[src/design/wildcard_pattern_matcher_top_defines.svh]
// Assertion macros used by the wildcard pattern matcher top level.
`ifndef WILDCARD_PATTERN_MATCHER_TOP_DEFINES_SVH
`define WILDCARD_PATTERN_MATCHER_TOP_DEFINES_SVH

// Same-cycle implication, checked outside of reset.
`define WPM_ASSERT_NOW(label, clk, rst, ante, cons) \
   label: assert property (@(posedge clk) disable iff (rst) (ante) |-> (cons)) \
      else $error("wildcard matcher same-cycle check failed");

// Next-cycle implication, checked outside of reset.
`define WPM_ASSERT_NEXT(label, clk, rst, ante, cons) \
   label: assert property (@(posedge clk) disable iff (rst) (ante) |=> (cons)) \
      else $error("wildcard matcher next-cycle check failed");

`endif

[src/design/wpm_pkg.sv]
// Shared types and constants of the wildcard pattern matcher.
package wpm_pkg;

   // Input item modes.
   localparam logic [1:0] MODE_PATTERN = 2'd0;
   localparam logic [1:0] MODE_TEXT    = 2'd1;
   localparam logic [1:0] MODE_REPORT  = 2'd2;

   // Result status codes.
   localparam logic [1:0] STATUS_OK        = 2'd0;
   localparam logic [1:0] STATUS_OVERFLOW  = 2'd1;
   localparam logic [1:0] STATUS_LATE_PATT = 2'd2;

   // Wildcard bytes.
   localparam logic [7:0] STAR_BYTE  = 8'h2A;
   localparam logic [7:0] QMARK_BYTE = 8'h3F;

   typedef struct packed {
      logic [1:0] mode;
      logic [7:0] char_value;
   } req_type;

   typedef struct packed {
      logic       matched;
      logic [1:0] status;
   } rsp_type;

   // Per-cycle job control from the top level to the storage and engine.
   typedef struct packed {
      logic push;      // append the item byte to the pattern
      logic consume;   // step the position vector over the item byte
      logic clear;     // end of job: return to the empty job
   } job_ctl_type;

endpackage

[src/design/wpm_pattern_store.sv]
// Pattern byte storage, pattern length and per-position match flags.
module wpm_pattern_store #(
   parameter int MAX_PATTERN = 63,
   parameter int LEN_W       = 6
) (
   input  logic                     clock,
   input  logic                     reset,
   input  wpm_pkg::job_ctl_type     ctl,
   input  logic [7:0]               char_value,
   output logic [LEN_W-1:0]         pattern_len,
   output logic [MAX_PATTERN-1:0]   star_vec,
   output logic [MAX_PATTERN-1:0]   adv_vec
);
   import wpm_pkg::*;

   localparam int ADDR_W = (MAX_PATTERN > 1) ? $clog2(MAX_PATTERN) : 1;

   logic [7:0]       store_ff [MAX_PATTERN];
   logic [LEN_W-1:0] len_ff;
   logic [LEN_W-1:0] len_in;

   // Pattern bytes are written in order at the current length.
   always_ff @(posedge clock) begin
      if (ctl.push) begin
         store_ff[len_ff[ADDR_W-1:0]] <= char_value;
      end
   end

   // Length counts pushed bytes and returns to zero at the end of a job.
   always_comb begin
      len_in = len_ff;
      if (ctl.clear) begin
         len_in = '0;
      end else if (ctl.push) begin
         len_in = len_ff + LEN_W'(1);
      end
   end

   always_ff @(posedge clock) begin
      if (reset) begin
         len_ff <= '0;
      end else begin
         len_ff <= len_in;
      end
   end

   assign pattern_len = len_ff;

   // Each position decodes its own byte; positions past the end stay quiet.
   for (genvar j = 0; j < MAX_PATTERN; j++) begin : g_pos
      logic in_range;
      logic is_star;
      assign in_range = (LEN_W'(j) < len_ff);
      assign is_star  = (store_ff[j] == STAR_BYTE);
      assign star_vec[j] = in_range && is_star;
      assign adv_vec[j]  = in_range && !is_star &&
                           ((store_ff[j] == QMARK_BYTE) || (store_ff[j] == char_value));
   end

endmodule

[src/design/wpm_position_engine.sv]
// Reachable position vector with star closure and one-byte step.
module wpm_position_engine #(
   parameter int MAX_PATTERN = 63,
   parameter int LEN_W       = 6
) (
   input  logic                     clock,
   input  logic                     reset,
   input  wpm_pkg::job_ctl_type     ctl,
   input  logic [LEN_W-1:0]         pattern_len,
   input  logic [MAX_PATTERN-1:0]   star_vec,
   input  logic [MAX_PATTERN-1:0]   adv_vec,
   output logic                     hit
);
   import wpm_pkg::*;

   localparam int W    = MAX_PATTERN + 1;
   localparam int LVLS = $clog2(W);

   logic [W-1:0] reach_ff;
   logic [W-1:0] reach_in;
   logic [W-1:0] closed;
   logic [W-1:0] stepped;
   logic [LVLS:0][W-1:0] gen_lvl;
   logic [LVLS:0][W-1:0] prop_lvl;

   // Star closure as a parallel prefix: a reachable position reaches every
   // position behind an unbroken run of stars.
   always_comb begin
      int sh;
      gen_lvl[0]  = reach_ff;
      prop_lvl[0] = {star_vec, 1'b0};
      for (int d = 0; d < LVLS; d++) begin
         sh = 1 << d;
         for (int j = 0; j < W; j++) begin
            if (j >= sh) begin
               gen_lvl[d+1][j]  = gen_lvl[d][j] | (prop_lvl[d][j] & gen_lvl[d][j-sh]);
               prop_lvl[d+1][j] = prop_lvl[d][j] & prop_lvl[d][j-sh];
            end else begin
               gen_lvl[d+1][j]  = gen_lvl[d][j];
               prop_lvl[d+1][j] = prop_lvl[d][j];
            end
         end
      end
      closed = gen_lvl[LVLS];
   end

   // A star keeps its position; a literal or question mark match advances.
   always_comb begin
      stepped = '0;
      for (int j = 0; j < MAX_PATTERN; j++) begin
         if (closed[j] && star_vec[j]) begin
            stepped[j] = 1'b1;
         end
         if (closed[j] && adv_vec[j]) begin
            stepped[j+1] = 1'b1;
         end
      end
   end

   assign hit = closed[pattern_len];

   always_comb begin
      reach_in = reach_ff;
      if (ctl.clear) begin
         reach_in = W'(1);
      end else if (ctl.consume) begin
         reach_in = stepped;
      end
   end

   always_ff @(posedge clock) begin
      if (reset) begin
         reach_ff <= W'(1);
      end else begin
         reach_ff <= reach_in;
      end
   end

endmodule

[src/design/wildcard_pattern_matcher_top.sv]
// Top level of the wildcard pattern matcher: input register, job control,
// result register.
//
//   Channel  Direction  Handshake            Payload
//   req_     in         req_valid/req_stall  wpm_pkg::req_type (mode, char_value)
//   rsp_     out        rsp_valid/rsp_stall  wpm_pkg::rsp_type (matched, status)
//
// One item per cycle while req_stall is low: each transfer lands in the
// input register and is applied from there through the star-closure prefix
// network of the position engine. A report item shows its result in the cycle
// after it is applied. Reset clears the job state; no clearing pass is needed.
// A report waits in the input register only while the result register is held
// by rsp_stall; pattern and text bytes go on regardless.
`include "wildcard_pattern_matcher_top_defines.svh"

module wildcard_pattern_matcher_top #(
   parameter int MAX_PATTERN = 63
) (
   input  logic              clock,
   input  logic              reset,
   input  logic              req_valid,
   output logic              req_stall,
   input  wpm_pkg::req_type  req_data,
   output logic              rsp_valid,
   input  logic              rsp_stall,
   output wpm_pkg::rsp_type  rsp_data
);
   import wpm_pkg::*;

   localparam int LEN_W = $clog2(MAX_PATTERN + 1);
   localparam logic [LEN_W-1:0] MAX_LEN = LEN_W'(MAX_PATTERN);

   logic                   in_valid_ff;
   req_type                in_data_ff;
   logic                   text_started_ff;
   logic                   text_started_in;
   logic [1:0]             err_ff;
   logic [1:0]             err_in;
   logic                   rsp_valid_ff;
   rsp_type                rsp_data_ff;
   logic                   accept;
   logic                   advance;
   logic                   is_pattern;
   logic                   is_text;
   logic                   is_report;
   logic                   hit;
   logic [LEN_W-1:0]       pattern_len;
   logic [MAX_PATTERN-1:0] star_vec;
   logic [MAX_PATTERN-1:0] adv_vec;
   job_ctl_type            ctl;

   assign is_pattern = (in_data_ff.mode == MODE_PATTERN);
   assign is_text    = (in_data_ff.mode == MODE_TEXT);
   assign is_report  = (in_data_ff.mode == MODE_REPORT);

   // A held item moves on unless it is a report facing a stalled result.
   assign advance   = in_valid_ff && !(is_report && rsp_valid_ff && rsp_stall);
   assign req_stall = in_valid_ff && !advance;
   assign accept    = req_valid && !req_stall;

   // Input register.
   always_ff @(posedge clock) begin
      if (reset) begin
         in_valid_ff <= 1'b0;
      end else if (accept) begin
         in_valid_ff <= 1'b1;
      end else if (advance) begin
         in_valid_ff <= 1'b0;
      end
   end

   always_ff @(posedge clock) begin
      if (accept) begin
         in_data_ff <= req_data;
      end
   end

   // Job control for the storage and the engine.
   always_comb begin
      ctl.push    = advance && is_pattern && !text_started_ff && (pattern_len < MAX_LEN);
      ctl.consume = advance && is_text;
      ctl.clear   = advance && is_report;
   end

   // Text flag and first-error capture.
   always_comb begin
      text_started_in = text_started_ff;
      err_in          = err_ff;
      if (ctl.clear) begin
         text_started_in = 1'b0;
         err_in          = STATUS_OK;
      end else if (ctl.consume) begin
         text_started_in = 1'b1;
      end else if (advance && is_pattern && (err_ff == STATUS_OK)) begin
         if (text_started_ff) begin
            err_in = STATUS_LATE_PATT;
         end else if (pattern_len >= MAX_LEN) begin
            err_in = STATUS_OVERFLOW;
         end
      end
   end

   always_ff @(posedge clock) begin
      if (reset) begin
         text_started_ff <= 1'b0;
         err_ff          <= STATUS_OK;
      end else begin
         text_started_ff <= text_started_in;
         err_ff          <= err_in;
      end
   end

   wpm_pattern_store #(
      .MAX_PATTERN (MAX_PATTERN),
      .LEN_W       (LEN_W)
   ) u_store (
      .clock       (clock),
      .reset       (reset),
      .ctl         (ctl),
      .char_value  (in_data_ff.char_value),
      .pattern_len (pattern_len),
      .star_vec    (star_vec),
      .adv_vec     (adv_vec)
   );

   wpm_position_engine #(
      .MAX_PATTERN (MAX_PATTERN),
      .LEN_W       (LEN_W)
   ) u_engine (
      .clock       (clock),
      .reset       (reset),
      .ctl         (ctl),
      .pattern_len (pattern_len),
      .star_vec    (star_vec),
      .adv_vec     (adv_vec),
      .hit         (hit)
   );

   // Result register: loaded by a report, emptied by a transfer.
   always_ff @(posedge clock) begin
      if (reset) begin
         rsp_valid_ff <= 1'b0;
      end else if (ctl.clear) begin
         rsp_valid_ff <= 1'b1;
      end else if (!rsp_stall) begin
         rsp_valid_ff <= 1'b0;
      end
   end

   always_ff @(posedge clock) begin
      if (ctl.clear) begin
         rsp_data_ff.matched <= hit && (err_ff == STATUS_OK);
         rsp_data_ff.status  <= err_ff;
      end
   end

   assign rsp_valid = rsp_valid_ff;
   assign rsp_data  = rsp_data_ff;

   // A result with an error never claims a match.
   `WPM_ASSERT_NOW(a_err_no_match, clock, reset,
      rsp_valid_ff && (rsp_data_ff.status != STATUS_OK), !rsp_data_ff.matched)

   // A report leaves an empty job behind.
   `WPM_ASSERT_NEXT(a_report_clears, clock, reset, ctl.clear,
      (pattern_len == '0) && !text_started_ff && (err_ff == STATUS_OK))

   // The first error is kept until the report.
   `WPM_ASSERT_NEXT(a_err_sticky, clock, reset, (err_ff != STATUS_OK) && !ctl.clear,
      err_ff == $past(err_ff))

endmodule

[config.mk]
export PLATFORM = sky130hd
export DESIGN_NAME = wildcard_pattern_matcher_top
export DESIGN_NICKNAME = d
export VERILOG_FILES = /design/src/design/wpm_pkg.sv /design/src/design/wpm_pattern_store.sv /design/src/design/wpm_position_engine.sv /design/src/design/wildcard_pattern_matcher_top.sv
export VERILOG_INCLUDE_DIRS = /design/src /design/src/design
export SDC_FILE = /design/constraint.sdc
export NUM_CORES = 1
export LEC_CHECK = 0
export BUFFER_PORTS_ARGS = -buffer_cell sky130_fd_sc_hd__buf_2
export CAP_MARGIN = 20
export CORE_MARGIN = 2
export CORE_UTILIZATION = 36
export CTS_BUF_LIST = sky130_fd_sc_hd__clkbuf_8
export CTS_CLUSTER_SIZE = 8
export DETAILED_ROUTE_END_ITERATION = 8
export GPL_TIMING_DRIVEN = 1
export SLEW_MARGIN = 20
export SYNTH_ARGS = -nofsm -noshare
export SYNTH_HDL_FRONTEND = slang
export SYNTH_SLANG_ARGS = --single-unit
[constraint.sdc]
create_clock -name clock -period 4.4 [get_ports clock]
set_input_delay 0.66 -clock clock [delete_from_list [all_inputs] [get_ports clock]]
set_output_delay 0.66 -clock clock [all_outputs]
set_load 0.01 [all_outputs]
==> After elaboration in Yosys (flattened, before gate mapping) <==
Memory sizes are Yosys's and may differ from the RTL's.
Index checks and enable logic that the tools add are counted.
{ "word_totals": {"ramBits": 504, "wordCells": 1770, "n_memories": 1, "register_bits": 88} }
{ "mem_list": {"columns": ["name", "words", "word_bits", "read_ports", "rd_clocked_by_memory_dff", "wr", "line", "source"], "rows": [
  ["u_store.store_ff", 63, 8, 63, 0, 1, "wpm_pattern_store.sv:18", "logic [7:0] store_ff [MAX_PATTERN];"]
]} }
{ "classes": {"n_eq_ne": 192, "n_mux": 136, "add_sub_neg": 1, "reduce_logical": 463, "order_cmp": 66, "bitwise_logic": 901} }
{ "ops": {"columns": ["operator", "n"], "rows": [
  ["$eq A8 B6 Y1 const B", 126],
  ["$and A1 B1 Y1", 579],
  ["$eq A8 B8 Y1", 63],
  ["$logic_and A1 B1 Y1", 327],
  ["$or A1 B1 Y1", 321],
  ["$lt A6 B6 Y1 const A", 31],
  ["$mux W1", 133],
  ["$lt A5 B6 Y1 const A", 16],
  ["$logic_not A1 Y1", 67],
  ["$logic_or A1 B1 Y1", 63],
  ["$lt A4 B6 Y1 const A", 8],
  ["$lt A3 B6 Y1 const A", 4],
  ["$lt A1 B6 Y1 const A", 2],
  ["$lt A2 B6 Y1 const A", 2],
  ["$lt A6 B7 Y1 const B", 1],
  ["$add A6 B1 Y6 const B", 1],
  ["$bmux W1 S6", 1],
  ["$ge A6 B6 Y1 const B", 1],
  ["$lt A6 B6 Y1 const B", 1],
  ["$logic_not A2 Y1", 2],
  ["$mux W2", 2],
  ["$reduce_bool A2 Y1", 2],
  ["$reduce_and A3 Y1", 1],
  ["$eq A2 B1 Y1 const B", 1],
  ["other kinds (4)", 4]
]} }

==> Depth between registers and ports, before layout <==
An unclocked memory read counts as a cell.
{ "logic_depth": {"word_depth": 18, "depth_mapped": 18, "ltp_nobuf": 15} }

==> Hierarchy <==
A second synthesis with hierarchy kept.
{ "unflattened": {"cells_unflattened": 2930, "hier_area_um2": 31490.2} }
{ "by_module_without_submodules": {"columns": ["module", "n_inst", "cells_each", "area_each_um2", "seq_area_each_um2"], "rows": [
  ["wpm_pattern_store", 1, 2015, 24997.7, 15254.6],
  ["wpm_position_engine", 1, 875, 5851.9, 1281.2],
  ["wildcard_pattern_matcher_top", 1, 40, 640.6, 490.5]
]} }

==> Worst setup path before layout <==
Ideal clock, no wire load.
{ "synth_timing": {"kind": "register to register", "start": "reg u_store.len_ff[1], in the netlist u_store.pattern_len[1]", "end": "reg rsp_data_ff, in the netlist rsp_data[2], data pin", "t_required_ns": 4.267, "path_stages_with_launch": 18, "setup_time_ns": 0.133, "setup_slack_ns": -0.005, "path_buffers": 2, "t_arrival_ns": 4.272, "cell_sequence": "dfxtp_1 buf_2 clkbuf_1 clkinv_1 ha_1 nand3b_1 a2111oi_4 nand4_1 or2_1 a211oi_2 a21oi_2 o211a_1 o21ai_4 a21oi_2 o21a_1 mux2_2 a311oi_1 o2111a_1"} }
{ "synth_between": {"elab_chain_len": 17, "word_cells_on_any_way": 1029, "classes_between": "order compare (63); mux (2); bitwise (900); reduce/logical (64)"} }
{ "synth_lines": {"columns": ["item", "line", "source"], "rows": [
  ["start: declaration", "wpm_pattern_store.sv:19", "logic [LEN_W-1:0] len_ff;"],
  ["start signal: assignment", "wpm_pattern_store.sv:43", "len_ff <= len_in;"],
  ["$lt A1 B6 Y1", "wpm_pattern_store.sv:53", "assign in_range = (LEN_W'(j) < len_ff);"],
  ["$logic_and A1 B1 Y1", "wpm_pattern_store.sv:55", "assign star_vec[j] = in_range && is_star;"],
  ["$and A1 B1 Y1", "wpm_position_engine.sv:36", "gen_lvl[d+1][j] = gen_lvl[d][j] | (prop_lvl[d][j] & gen_lvl[d][j-sh]);"],
  ["$or A1 B1 Y1", "wpm_position_engine.sv:36", null],
  ["$and A1 B1 Y1", "wpm_position_engine.sv:36", null],
  ["$or A1 B1 Y1", "wpm_position_engine.sv:36", null],
  ["$and A1 B1 Y1", "wpm_position_engine.sv:36", null],
  ["$or A1 B1 Y1", "wpm_position_engine.sv:36", null],
  ["$and A1 B1 Y1", "wpm_position_engine.sv:36", null],
  ["$or A1 B1 Y1", "wpm_position_engine.sv:36", null],
  ["$and A1 B1 Y1", "wpm_position_engine.sv:36", null],
  ["$or A1 B1 Y1", "wpm_position_engine.sv:36", null],
  ["$and A1 B1 Y1", "wpm_position_engine.sv:36", null],
  ["$or A1 B1 Y1", "wpm_position_engine.sv:36", null],
  ["$bmux W1 S6 (*)", "wpm_position_engine.sv:60", "assign hit = closed[pattern_len];"],
  ["$mux W1 (not written as such) (*)", "wpm_position_engine.sv:60", null],
  ["$logic_and A1 B1 Y1 (*)", "wildcard_pattern_matcher_top.sv:152", "rsp_data_ff.matched <= hit && (err_ff == STATUS_OK);"],
  ["end: declaration", "wildcard_pattern_matcher_top.sv:40", "rsp_type rsp_data_ff;"]
]} }
Every way passes the cells marked *; elsewhere a longest branch is shown, timed or not. The select of a mux whose other input is x is not followed.
A chain may end at the register's enable or synchronous reset.

==> Worst setup path in the final report <==
{ "layout_timing": {"start": "reg u_store.len_ff[0], in the netlist u_store.pattern_len[0]", "end": "reg rsp_data_ff, in the netlist rsp_data[2], data pin"} }
The elaborated chain is that of the path after synthesis.

==> summary.md <==
The effective utilization at floorplan was 36.35%; the count of standard-cell rows was 109. Of all flip-flops after synthesis, the portion carrying an async set or reset was 0%. The buffer count from post-CTS setup fixing was 0; the fraction of final layout cells with drive strength greater than 1 was 15.96%. CTS saw 592 sinks. The run finished with clean final reports.

Summing internal, switching and leakage power gives 11.68 mW. Total buffers and inverters traversed by the critical path: 3. The initial antenna violation count was 1; the post-synthesis sequential area ratio was 52.92%. Of the post-synthesis cell area, the dominant cell type holds 48.26%. Summing the areas of all fa, ha and maj instances in the mapped netlist gives 0.1556% of the synthesized area.

The final count of pins violating max slew was 0; the unique cell type count in the Yosys netlist was 107. Timing analysis after detailed placement gives a worst setup slack of 0.001629 ns. Cells fill 42.46% of the core in the end. The critical path capture point type is a flip-flop. Area of the core: 88510 um2.

The run gives 24345 as the number of global-route vias before repair. For the half-perimeter wire length of the detailed placement result, the log shows 67.83 mm. The largest driver fanout on the critical path was 6. The number of warnings reported in the yosys synthesis log is 0.

For this run the aggregate overflow at the end of global routing stands at 0. For the buffer levels on the longest clock path, the log shows 3. The synthesized netlist devotes 18.20% of its cell area to simple gates. The achievable clock frequency is 0.2296 GHz, and the synthesized-area fraction occupied by ao, oa, aoi and oai cells is 12.70%. Synthesis produced a netlist with a net count of 2990. The area after detailed placement came out at 35500 um2.

By area the synthesized netlist is led by edfxtp_1 (48%), xnor2_1 (7.7%), xor2_1 (6.1%), dfxtp_1 (4.7%), nor2_1 (3.6%). TritonCTS built the clock tree. The run gives 2972 as the number of cells produced by synthesis. The biggest area contributor in the post-synthesis netlist is edfxtp_1.

The maximum ir drop on the vdd rail came out at 230.0 uV. The number of non-filler instances in the completed layout is 4499. In the routed layout, each cell is associated on average with a via count of 5.575. The worst path uses 98.99% of the clock period. The tools report the count of antenna-violating nets left after detailed routing as 0. Max-cap violations in this run came to 0.

The synthesized design contains 517 enable-type register cells. Of the total synthesized cell area, the portion taken by XOR and XNOR cells is 13.83%. The tools report the number of endpoints with negative hold slack in the final report as 0. The kind of path behind the tightest hold check was in -> reg. Traced cell by cell, the critical path runs through clkinv_1, ha_1, or3b_2, buf_4, a21o_1, nand2_1, nor3_1, nor2_1, o21ai_0, o21ai_1, buf_4, o2bb2ai_1, a221o_1, a221o_1, a311oi_2, a311o_2, o2111a_1. The global-route total usage across every layer was 20.35%. For the arrival time at the worst endpoint, the log shows 4.94 ns. The routed design has 94.43 mm of wire.

The H-tree depth is 3, and the power density over the cells is 310.9 nW/um2. The number of clock buffers added by TritonCTS is 102. The die is 302.9 um tall. Counting the fill cells in the layout gives 8437. The CTS clock-pin slew for the worst setup and hold paths was 0.07 ns. The kind of critical path is reg -> reg. Routability-driven placement finished with a final weighted congestion of 1.010. The overall die area came out at 91780 um2. Final setup violation count: 0.

The number of synthesized register bits was 592; the critical path data required time was 4.99 ns. The first TritonRoute pass finished after 7 iterations. For this run, the leading register cell type out of synthesis is edfxtp_1. The width of the chip is 302.9 um. The first global-routing pass estimated 144.2 mm of wire.

In this run the static leakage power is 12.08 nW. The number of remaining DRC errors is 0. The kind of cell adding the most delay to the critical path is compound AO/OA/AOI/OAI gates. Type of element launching the critical path: a flip-flop.

After the first detailed-routing iteration, the DRC count stood at 2124. The tools report the number of instances in the placed design as 4313. The cell type of the slowest stage on the worst timing path is o21ai_0.

The final layout contains 3270 nets. The later pin in the worst-skew pair is clocked with a latency of 0.72 ns. The biggest cell delay along the critical path is 0.48 ns, and the worst setup skew after layout is 0.03298 ns.

The logs give 41.56% for the remaining max-slew budget at the tightest pin and 25082 for the total via count in the routed design. The layout overhead on the synthesized area was 16.80%. Summing all non-filler instances in the final layout gives an area of 37580 um2. The smallest setup slack after layout is 0.04446 ns, and the post-synthesis area per instance is 10.83 um2. The post-synthesis instance area came out at 32170 um2. For the pin with the worst max-slew slack, the measured transition is 0.8733 ns.

Entering global routing, the biggest net connects 62 pins. During I/O placement, the number of pins put on the boundary was 19. The clock root buffer master was clkbuf_8.

Dividing the detail-routed wire length by the instance count gives 20.99 um. Of the post-synthesis cell area, the part taken by muxes is 0.1983%. Input and output buffers added on the ports amount to 18. The final period demand of the worst path is 4.356 ns. By area, the combinational part of the netlist is dominated by simple AND/OR/NAND/NOR gates.
cell type report:
cell class / instances / area (um2) / share of cell area (%)
Sequential cell: 592 / 17030 / 45.33
Antenna cell: 1 / 2.502 / 0.006659
Timing Repair Buffer: 295 / 2370 / 6.306
Clock inverter: 80 / 521.8 / 1.388
Tap cell: 1165 / 1458 / 3.879
Multi-Input combinational cell: 2226 / 14620 / 38.89
Inverter: 35 / 132.6 / 0.3529
Clock buffer: 105 / 1445 / 3.846
final timing paths:
kind	from	endpoint	slack (ns)	depth (start not counted)
max	u_store.pattern_len[0]	rsp_data[2]	0.04	17
min reg2reg	u_engine.reach_ff[63]	u_engine.reach_ff[63]	0.47	2
min	req_data[2]	in_data_ff[2]	0.13	1
max reg2reg	u_store.pattern_len[0]	rsp_data[2]	0.04	17
cell usage after synthesis, types with 13 or more instances:
library cell  instances
or3_1                35
buf_1                22
inv_1                33
nor3_1               96
nand2b_1             21
edfxtp_1            517
and2_1               21
or2_2                23
nand4_1             106
nor4_1               91
or4_1                23
nor2_1              305
o21ai_0             133
o31ai_1              18
and3_1               23
xor2_1              225
a31oi_1              31
o41ai_1              13
a21oi_1             136
dfxtp_1              75
a21o_1               20
nand2_1             184
o21a_1               15
clkbuf_1             73
a211oi_1             34
xnor2_1             283
o211ai_1             27
nand3_1              90
buf_2                13
per-stage QoR:
| stage | hold slack, ns | TNS (ns) |
|---|---|---|
| 2_1_floorplan | 0.4292 | 0 |
| 3_3_place_gp | 0.4399 | 0 |
| 5_1_grt | 0.06352 | -0.03055 |
| 4_1_cts | 0.06639 | 0 |
| 3_5_place_dp | 0.4519 | 0 |
| 6_report | 0.1251 | 0 |
state kept, by name (all words and copies together), names as in the netlist:
register and flops:
err_ff 2, in_data_ff 10, in_valid_ff 1, rsp_data 3, rsp_valid 1, text_started_ff 1, u_engine.reach_ff 64, u_store.pattern_len 6
u_store.store_ff 504
kinds of logic (layout without fill, tap and decap cells):
logic type,after synthesis,after routing
adders and majority gates,4,4
and+or+nand+nor,1116,1116
muxes,5,5
xor gates and xnor gates,508,508
DFF,592,592
other,0,1
buffers and inverters,154,515
AOI/OAI and AO/OA,593,593
layer usage:
metal  track usage [%]  share of wire [%]  vias to the layer above
met5                 0                  0                        -
met4             6.779                3.2                        0
met3             3.874                6.9                      180
met2             32.85                 46                      867
met1             27.48                 44                    12245
li1                  -                  -                    11790
cells in the final DEF (no fill, tap or decap), types with 10 or more instances in the layout:
master,instances
clkbuf_8,105
nand4b_1,11
inv_1,65
o31ai_1,18
xnor2_1,283
nor2_1,301
clkinv_2,11
xor2_1,225
edfxtp_1,517
nor2b_1,10
or3_1,35
and2_1,21
o41ai_1,13
and3_1,23
a21oi_1,135
clkinv_1,27
or2_2,23
a31oi_1,30
nand4_1,106
buf_4,261
nor3_1,96
nand2_1,183
buf_2,18
o21bai_1,11
nand3_1,89
dfxtp_1,71
buf_12,16
o211ai_1,27
nand2b_1,21
a21o_1,20
o21ai_0,132
or4_1,23
a211oi_1,34
nor4_1,85
o21a_1,15
report_power, final:
group,switching (mW),internal [mW]
Combinational,0.426,0.246
Sequential,0.0299,6.12
Clock,2.23,2.62
worst reg2reg max path, stage by stage (launching register included):
cell       delay [ns]
dfxtp_1          0.38
clkinv_1         0.11
ha_1             0.28
or3b_2           0.25
buf_4            0.15
a21o_1           0.24
nand2_1          0.18
nor3_1           0.34
nor2_1           0.08
o21ai_0          0.48
o21ai_1          0.15
buf_4            0.18
o2bb2ai_1        0.14
a221o_1          0.35
a221o_1          0.27
a311oi_2         0.29
a311o_2          0.16
o2111a_1         0.19
what timing repair did:
item	in CTS	in global routing
hold buffers	0	0
pin swaps	0	3
endpoints found under the setup margin	1	5
gates resized for setup	1	27
No activity file was read; power rests on OpenSTA's default activity.
